[config.mk]
export PLATFORM = sky130hd
export DESIGN_NAME = fifo_page_replacement
export DESIGN_NICKNAME = d
export VERILOG_FILES = /design/src/sv/fpr_pkg.sv /design/src/sv/fpr_cell.sv /design/src/sv/fifo_page_replacement.sv
export SDC_FILE = /design/constraint.sdc
export NUM_CORES = 1
export LEC_CHECK = 0
export BUFFER_PORTS_ARGS = -buffer_cell sky130_fd_sc_hd__buf_2
export CAP_MARGIN = 20
export CORE_ASPECT_RATIO = 1.5
export CORE_UTILIZATION = 40
export CTS_CLUSTER_SIZE = 25
export DETAILED_ROUTE_END_ITERATION = 7
export PLACE_DENSITY_LB_ADDON = 0.08
export SYNTH_ARGS = -nofsm -noshare
export SYNTH_HDL_FRONTEND = slang
export SYNTH_SLANG_ARGS = --single-unit
[constraint.sdc]
create_clock -name clk -period 4.1 [get_ports clk]
set_input_delay 0.205 -clock clk [delete_from_list [all_inputs] [get_ports clk]]
set_output_delay 0.205 -clock clk [all_outputs]
set_load 0.005 [all_outputs]
[src/sv/fpr_pkg.sv]
// Shared types and constants for the FIFO page replacement block.
`timescale 1ns / 1ps

package fpr_pkg;

  localparam int DEF_MAX_FRAMES = 8;
  localparam int DEF_PAGE_BITS  = 6;

  localparam int          CFG_W         = 4;
  localparam logic [3:0]  FRAME_CNT_RST = 4'd6;

  localparam int          REPL_W   = 16;
  localparam logic [15:0] REPL_MAX = 16'hFFFF;

  // Per-cycle command broadcast along the chain of frame cells.
  typedef struct packed {
    logic shift;   // evicting miss: every cell takes its younger neighbor, the tail the new page
    logic append;  // miss with a free frame: the first free cell loads the page
  } fpr_ctrl_t;

endpackage

[src/sv/fpr_cell.sv]
// One frame cell: holds a page, compares it, and shifts toward the oldest end.
`timescale 1ns / 1ps

module fpr_cell
  import fpr_pkg::*;
#(
  parameter int IDX       = 0,
  parameter int CNT_W     = 4,
  parameter int PAGE_BITS = DEF_PAGE_BITS
) (
  input  logic                 clk,
  input  fpr_ctrl_t            ctrl,
  input  logic [CNT_W-1:0]     count,
  input  logic [PAGE_BITS-1:0] page_in,
  input  logic [PAGE_BITS-1:0] neighbor_page,
  output logic [PAGE_BITS-1:0] page_q,
  output logic                 match
);

  logic active;
  logic is_tail;
  logic is_free;

  // Cells below the resident count hold pages in age order, oldest at index zero.
  assign active  = CNT_W'(IDX) < count;
  assign is_free = CNT_W'(IDX) == count;
  assign is_tail = CNT_W'(IDX) == (count - CNT_W'(1));
  assign match   = active && (page_q == page_in);

  always_ff @(posedge clk) begin
    if (ctrl.shift) begin
      page_q <= is_tail ? page_in : neighbor_page;
    end else if (ctrl.append && is_free) begin
      page_q <= page_in;
    end
  end

endmodule

[src/sv/fifo_page_replacement.sv]
// Top level of the FIFO page replacement block: control, counters and the frame chain.
//
//  Channel   Direction  Signals
//  in        sink       in_valid, in_ready, page
//  out       source     out_valid, out_ready, hit, loaded, evicted_valid, evicted_page,
//                       resident_count, replacement_count
//  cfg       sink       cfg_valid, cfg_ready, frame_count
//
// One page reference per cycle unless a held result stalls the input: the lookup compares
// all cells in parallel and the chain shift, counters and result register all update at
// the accepting edge. The result is registered there and held until taken; a new
// reference is accepted in the same cycle the previous result leaves.
// Reset clears the resident count and counter and sets frame_count to 6; no sweep.
`timescale 1ns / 1ps

module fifo_page_replacement
  import fpr_pkg::*;
#(
  parameter int MAX_FRAMES = DEF_MAX_FRAMES,
  parameter int PAGE_BITS  = DEF_PAGE_BITS,
  localparam int CNT_W     = $clog2(MAX_FRAMES + 1)
) (
  input  logic                 clk,
  input  logic                 rst,
  input  logic                 in_valid,
  output logic                 in_ready,
  input  logic [PAGE_BITS-1:0] page,
  output logic                 out_valid,
  input  logic                 out_ready,
  output logic                 hit,
  output logic                 loaded,
  output logic                 evicted_valid,
  output logic [PAGE_BITS-1:0] evicted_page,
  output logic [CNT_W-1:0]     resident_count,
  output logic [REPL_W-1:0]    replacement_count,
  input  logic                 cfg_valid,
  output logic                 cfg_ready,
  input  logic [CFG_W-1:0]     frame_count
);

  localparam int CMP_W = (CNT_W > CFG_W) ? CNT_W : CFG_W;

  logic [CFG_W-1:0]     frame_cfg;
  logic [CNT_W-1:0]     count;
  logic [CNT_W-1:0]     count_next;
  logic [REPL_W-1:0]    repl;
  logic [REPL_W-1:0]    repl_next;
  logic [CNT_W-1:0]     cap;
  logic [PAGE_BITS-1:0] cell_page [MAX_FRAMES];
  logic [MAX_FRAMES-1:0] cell_match;
  logic                 in_fire;
  logic                 is_hit;
  logic                 evict;
  fpr_ctrl_t            ctrl;

  assign cfg_ready = 1'b1;
  assign in_ready  = !out_valid || out_ready;
  assign in_fire   = in_valid && in_ready;

  // Effective frame limit: zero counts as one, anything above the cell count saturates.
  always_comb begin
    if (frame_cfg == '0) begin
      cap = CNT_W'(1);
    end else if (CMP_W'(frame_cfg) > CMP_W'(MAX_FRAMES)) begin
      cap = CNT_W'(MAX_FRAMES);
    end else begin
      cap = CNT_W'(frame_cfg);
    end
  end

  assign is_hit = |cell_match;
  assign evict  = !is_hit && (count >= cap);

  always_comb begin
    ctrl.shift  = in_fire && evict;
    ctrl.append = in_fire && !is_hit && !evict;
    count_next  = count;
    repl_next   = repl;
    if (ctrl.append) begin
      count_next = count + CNT_W'(1);
    end
    if (ctrl.shift && (repl != REPL_MAX)) begin
      repl_next = repl + REPL_W'(1);
    end
  end

  for (genvar i = 0; i < MAX_FRAMES; i++) begin : g_cell
    logic [PAGE_BITS-1:0] nb;
    if (i == MAX_FRAMES - 1) begin : g_last
      assign nb = page;
    end else begin : g_mid
      assign nb = cell_page[i+1];
    end
    fpr_cell #(
      .IDX       (i),
      .CNT_W     (CNT_W),
      .PAGE_BITS (PAGE_BITS)
    ) u_cell (
      .clk           (clk),
      .ctrl          (ctrl),
      .count         (count),
      .page_in       (page),
      .neighbor_page (nb),
      .page_q        (cell_page[i]),
      .match         (cell_match[i])
    );
  end

  always_ff @(posedge clk) begin
    if (rst) begin
      frame_cfg <= FRAME_CNT_RST;
      count     <= '0;
      repl      <= '0;
      out_valid <= 1'b0;
    end else begin
      if (cfg_valid && cfg_ready) begin
        frame_cfg <= frame_count;
      end
      count <= count_next;
      repl  <= repl_next;
      if (in_fire) begin
        out_valid <= 1'b1;
      end else if (out_ready) begin
        out_valid <= 1'b0;
      end
    end
  end

  always_ff @(posedge clk) begin
    if (in_fire) begin
      hit               <= is_hit;
      loaded            <= !is_hit;
      evicted_valid     <= evict;
      evicted_page      <= evict ? cell_page[0] : '0;
      resident_count    <= count_next;
      replacement_count <= repl_next;
    end
  end

endmodule

==> qor.yml, run 1 <==
timing:
  tightestPinTransition_ns: 0.735
  rsz0062_at_grt: "false"
  setup_viol: 0
  fin_hold_ws_ns: 0.0632
  fin_setup_tns_ns: 0
  clock_skew_ns: 0.00747
  hold_viol_final: 0
  report.final.slew_viol_count: 0
  timing.final.crit_period_ns: 3.36
  max-slew-margin-rel: 0.507
  period_share: 0.818
  max_freq_mhz: 298
cells_and_area:
  finalInstanceArea_mm2: 0.00579
  mostFrequentLayoutCells: "edfxtp_1 (77), buf_2 (45), mux2_2 (41)"
  diodes: 0
  final_common_cell: "edfxtp_1"
  area_growth_syn_to_layout_pct: 12.2
  drive_above_1_share: 0.236
  fin_nets: 482
  stdcell_count: 617
critical_path:
  crit_arrival_ns: 3.57
  critPathKind: "flip-flop to flip-flop"
  r2r_start: "count[0]"
  startpoint: "count[0]"
  cp_top_family: "simple AND/OR/NAND/NOR gates"
  cpMaxStageDelayCell: "or4b_1"
  path_buf_inv: 2
  critPathMaxFanout: 16
  cp-end-kind: "flip-flop"
  required_ns: 4.31
  ff2ff_setup_slack_ns: 0.74
  cpMostUsedCell: "nor2b_1"
  slowest_delay_ns: 0.67
  critPathLaunchType: "flip-flop"
  worstPathCellList: "inv_1 > ha_1 > nor2b_1 > o2111ai_1 > or4_1 > nand4_1 > or4b_1 > buf_4 > a211oi_2 > mux2_1 > nor2b_1"
pwr:
  seq_power_share: 0.497
  leakage_nw: 2.16
  p_sw_mw: 0.561
  intPower_mw: 1.87
  power_mw: 2.44
  combPwrFrac: 0.108
  powerDensity_mw_per_mm2: 420
  switching_share: 0.230
  clkPwrFrac: 0.395
  ir_drop_mv: 0.215
detailed_routing:
  ant_nets: 0
  dr_total_vias: 3205
  drt_iter0_markers: 108
  firstDrtPassIters: 4
  wl_per_cell_um: 18.3
  drt_wl_total_mm: 11.3
  drc_errors: 0
  via_per_inst: 5.19
clock_network:
  insertion_delay_ns: 0.35
  cts_tree: "yes"
  cts_hold_buf: 0
  post_cts_resized: 0
  h-tree-depth: 3
  clk_pin_slew_worst_paths_ns: 0.07
  cts_root_buffer: "clkbuf_16"
  cts_num_sinks: 102
  numCtsBuffers: 9
  clockBufferDepth: 2
  postCtsSetupRepairBufs: 0
placed_design:
  routabilityCongestion: 0.853
  place_inst: 601
  io_buffer_count: 45
  dpl-instance-area_mm2: 0.00545
  place_hpwl_mm: 8.31
yosys:
  synthFlopType: "edfxtp_1"
  syn_area_mm2: 0.00517
  synth.distinct_cells: 45
  synth.avg_cell_area_um2: 12.3
  async_flop_share: 0
  synthCells: 421
  yosys.area.top_type: "edfxtp_1"
  synth_area_leaders: "edfxtp_1 (45%), dfxtp_1 (9.7%), mux2_2 (8.9%), xnor2_1 (5.8%), xor2_1 (5.3%)"
  ys_seq_area_frac: 0.544
  ys_ff_latch: 102
  netlist.area_leader.share: 0.448
  yosysWarningCount: 0
  synth-edff-count: 77
  synth_nets: 447
floorplanning:
  die-area_mm2: 0.0134
  io_pins: 47
  rows: 50
  core_area_mm2: 0.0125
  floorplan.initialDensity: 0.413
  die_x_um: 94.8
  die_h_um: 141
job:
  drv_cap: 0
global_route:
  overflow: 0
  first_global_vias: 3297
  grt_antenna_before_repair: 0
  grt_max_degree: 30
  grt_use_total: 0.181
  grt_pass1_wl_mm: 17.8
hold_path:
  holdCritStartpoint: "frame_count[2]"
  hold_class: "primary input to flip-flop"
outcome:
  status: "complete, no violations"
## final timing paths
path,endpoint,cells after the start
max,repl[1],11
min,frame_cfg[2],2
max reg2reg,repl[1],11
min reg2reg,frame_cfg[0],2
## per-stage QoR
stage / setup slack [ns] / util
after floorplan: 1.18 / -
after global placement: 0.832 / 0.436
after detailed placement: 0.760 / 0.436
after CTS: 0.736 / 0.463
after global routing: 0.542 / 0.463
final: 0.744 / 0.463
## kinds of logic after synthesis
logic type / share of synthesized area
AND/OR/NAND/NOR: 0.142
multiplexers: 0.109
buffers and inverters: 0.0344
adder cells (fa/ha/maj): 0.0266
AO/OA/AOI/OAI: 0.0327
XOR/XNOR: 0.110
flip-flops: 0.544
other: 0.000726
## registers in the layout, indices dropped and copies added, names as in the netlist
| name | count |
|---|---|
| count | 4 |
| resident_count | 4 |
| out_valid | 1 |
| evicted_valid | 1 |
| repl | 16 |
| frame_cfg | 4 |
| evicted_page | 6 |
| g_cell.u_cell.page_q | 48 |
| replacement_count | 16 |
| hit | 1 |
| loaded | 1 |
## cells in the mapped netlist, drive strengths merged (3+ instances only)
cell and n:
a21oi 15, and2 8, buf 18, clkbuf 5
dfxtp 25, edfxtp 77, ha 11, inv 8
mux2 48, nand2 29, nand3 3, nand4 18
nor2 25, nor2b 21, nor3 8, nor4 7
o21ai 4, or4 3, xnor2 34, xor2 31
## power by group through the flow
stage	clock network (mW)	registers [mW]	logic, mW
6_report	0.963	1.21	0.264
5_1_grt	1.01	1.22	0.293
4_1_cts	0.983	1.21	0.268
3_5_place_dp	0	1.23	0.266
3_3_place_gp	0	1.23	0.264
2_1_floorplan	0	1.23	0.195
## layout make-up
cell class / instances / area [µm²]
Clock inverter: 5 / 76.3
Inverter: 8 / 30.0
Sequential cell: 102 / 2810
Multi-Input combinational cell: 288 / 2180
Timing Repair Buffer: 47 / 240
Fill cell: 1183 / 6720
Clock buffer: 11 / 264
Tap cell: 156 / 195
## per-layer routing
| layer | global-route usage | wire [µm] |
|---|---|---|
| met5 | 0 | 0 |
| met4 | 0.0933 | 296 |
| met3 | 0.0237 | 220 |
| met2 | 0.345 | 6500 |
| met1 | 0.187 | 4280 |
Power figures use the tool's default switching activity.
==> run 2: changes to the inputs <==
Clock period 4.1 ns to 3.4 ns, I/O delays scaled along.
==> run 2 against run 1 <==
Effect of this change: critical path type unchanged; routed wire length down 1.3%; critical endpoint is now g_cell[3].u_cell.page_q[2]; largest cell class unchanged; final cell count increased by 2.1%; core utilization grew 0.84 points.
==> qor.yml, run 2 (synthesized netlist as in run 1, its figures left out) <==
timing:
  hold_viol_final: 0  # unchanged
  rsz0062_at_grt: "false"  # unchanged
  report.final.slew_viol_count: 0  # unchanged
  clock_skew_ns: 0.00860  # was 0.00747 ns
  max-slew-margin-rel: 0.602  # was 0.507
  setup_viol: 0  # unchanged
  max_freq_mhz: 320  # was 298 MHz
  period_share: 0.919  # was 0.818
  tightestPinTransition_ns: 0.593  # was 0.735 ns
  timing.final.crit_period_ns: 3.12  # was 3.36 ns
  fin_setup_tns_ns: 0  # unchanged
hold_path:
  hold_class: "primary input to flip-flop"  # unchanged
critical_path:
  crit_arrival_ns: 3.22  # was 3.57 ns
  r2r_cells: 9  # was 11
  critPathMaxFanout: 8  # was 16
  required_ns: 3.50  # was 4.31 ns
  reg2reg_to: "g_cell[3].u_cell.page_q[2]"  # was repl[1]
  critPathLaunchType: "flip-flop"  # unchanged
  setup.worst_path.end: "g_cell[3].u_cell.page_q[2]"  # was repl[1]
  ff2ff_setup_slack_ns: 0.28  # was 0.74 ns
  critPathKind: "flip-flop to flip-flop"  # unchanged
  startpoint: "count[0]"  # unchanged
  r2r_start: "count[0]"  # unchanged
  cp-end-kind: "flip-flop"  # unchanged
cells_and_area:
  diodes: 0  # unchanged
  fin_nets: 495  # was 482
  final_common_cell: "edfxtp_1"  # unchanged
  finalInstanceArea_mm2: 0.00590  # was 0.00579 mm²
  drive_above_1_share: 0.257  # was 0.236
  largest_reg_flops: 48  # unchanged
  mostFrequentLayoutCells: "edfxtp_1 (77), buf_2 (45), mux2_2 (41)"  # unchanged
  top_register: "g_cell.u_cell.page_q"  # unchanged
  stdcell_count: 630  # was 617
  area_growth_syn_to_layout_pct: 14.2  # was 12.2%
  reg_top3: "g_cell.u_cell.page_q: 48 flops, repl: 16 flops, replacement_count: 16 flops"  # unchanged
global_route:
  grt_use_total: 0.182  # was 0.181
  grt_max_degree: 30  # unchanged
  grt_antenna_before_repair: 0  # unchanged
  overflow: 0  # unchanged
  first_global_vias: 3500  # was 3297
  grt_pass1_wl_mm: 18.2  # was 17.8 mm
detailed_routing:
  ant_nets: 0  # unchanged
  firstDrtPassIters: 5  # was 4
  drt_iter0_markers: 106  # was 108
  drt_wl_total_mm: 11.1  # was 11.3 mm
  via_per_inst: 5.26  # was 5.19
  wl_per_cell_um: 17.7  # was 18.3 µm
  drc_errors: 0  # unchanged
  dr_total_vias: 3312  # was 3205
floorplanning:
  die-area_mm2: 0.0134  # unchanged
  die_h_um: 141  # unchanged
  floorplan.initialDensity: 0.413  # unchanged
  rows: 50  # unchanged
  io_pins: 47  # unchanged
  core_area_mm2: 0.0125  # unchanged
  die_x_um: 94.8  # unchanged
outcome:
  status: "complete, no violations"  # unchanged
placed_design:
  io_buffer_count: 45  # unchanged
  place_inst: 614  # was 601
  routabilityCongestion: 0.771  # was 0.853
  place_hpwl_mm: 8.33  # was 8.31 mm
  dpl-instance-area_mm2: 0.00555  # was 0.00545 mm²
clock_network:
  insertion_delay_ns: 0.35  # about the same
  h-tree-depth: 3  # unchanged
  cts_hold_buf: 0  # unchanged
  cts_num_sinks: 102  # unchanged
  cts_tree: "yes"  # unchanged
  postCtsSetupRepairBufs: 0  # unchanged
  clk_pin_slew_worst_paths_ns: 0.07  # about the same
  post_cts_resized: 0  # unchanged
  numCtsBuffers: 9  # unchanged
  cts_root_buffer: "clkbuf_16"  # unchanged
  clockBufferDepth: 2  # unchanged
pwr:
  leakage_nw: 2.23  # was 2.16 nW
  powerDensity_mw_per_mm2: 500  # was 420 mW/mm²
  ir_drop_mv: 0.263  # was 0.215 mV
job:
  drv_cap: 0  # unchanged
## run 2: cell types whose count changed in the layout (fill, tap and decap cells not counted), sizes merged
| cell | before | now |
|---|---|---|
| buf | 47 | 60 |
| bufinv | 2 | 1 |
| clkbuf | 11 | 13 |
| clkinv | 1 | 2 |
| inv | 10 | 8 |
## run 2: power breakdown
part | total (mW) | internal (mW) | leakage [nW] | switching, mW
Clock | 1.15 | 0.705 | 0.171 | 0.448
Combinational | 0.340 | 0.149 | 1.12 | 0.191
Sequential | 1.46 | 1.42 | 0.932 | 0.0361
## run 2: worst min-delay path by stage
stage / startpoint / endpoint / slack (ns) / cells after the start
floorplan: page[0] / g_cell[7].u_cell.page_q[0] / 0.27 / 0
global placement: frame_count[1] / frame_cfg[1] / 0.38 / 2
detailed placement: frame_count[1] / frame_cfg[1] / 0.39 / 2
CTS: frame_count[2] / frame_cfg[2] / 0.01 / 2
global route: frame_count[2] / frame_cfg[2] / 0.02 / 2
finish: frame_count[2] / frame_cfg[2] / 0.02 / 2
## run 2: final cells by class
type,count,area [µm²]
fillers,1154,6610
flip-flops and latches,102,2810
multi-input cells,288,2180
repair buffers,60,338
clock buffers,13,304
well taps,156,195
clock inverters,3,43.8
inverters,8,30.0
## run 2: critical path, stage by stage (launching register included)
cell and delay, ns:
dfxtp_1 0.47, ha_1 0.19, or3b_1 0.38, nand4_1 0.12, nor4_1 0.05, o21ai_1 0.16
or4b_1 0.50, nor2_2 0.26, and2_1 0.35, mux2_2 0.38
## run 2: stage by stage
| step | setup WS [ns] | hold slack, ns | utilization | total power, mW |
|---|---|---|---|---|
| after floorplan | 0.483 | 0.269 | - | 1.71 |
| after global placement | 0.397 | 0.378 | 0.444 | 1.83 |
| after detailed placement | 0.315 | 0.386 | 0.444 | 1.83 |
| after CTS | 0.312 | 0.0116 | 0.472 | 2.98 |
| after global routing | 0.119 | 0.0165 | 0.472 | 3.07 |
| final | 0.277 | 0.0228 | 0.472 | 2.95 |
## run 2: per-layer routing
layer,vias up,routed length (µm),share of wire,track usage
met5,-,0,0,0
met4,0,212,0.019,0.0622
met3,15,256,0.023,0.0351
met2,54,6480,0.58,0.357
met1,1649,4200,0.38,0.184
li1,1594,-,-,-
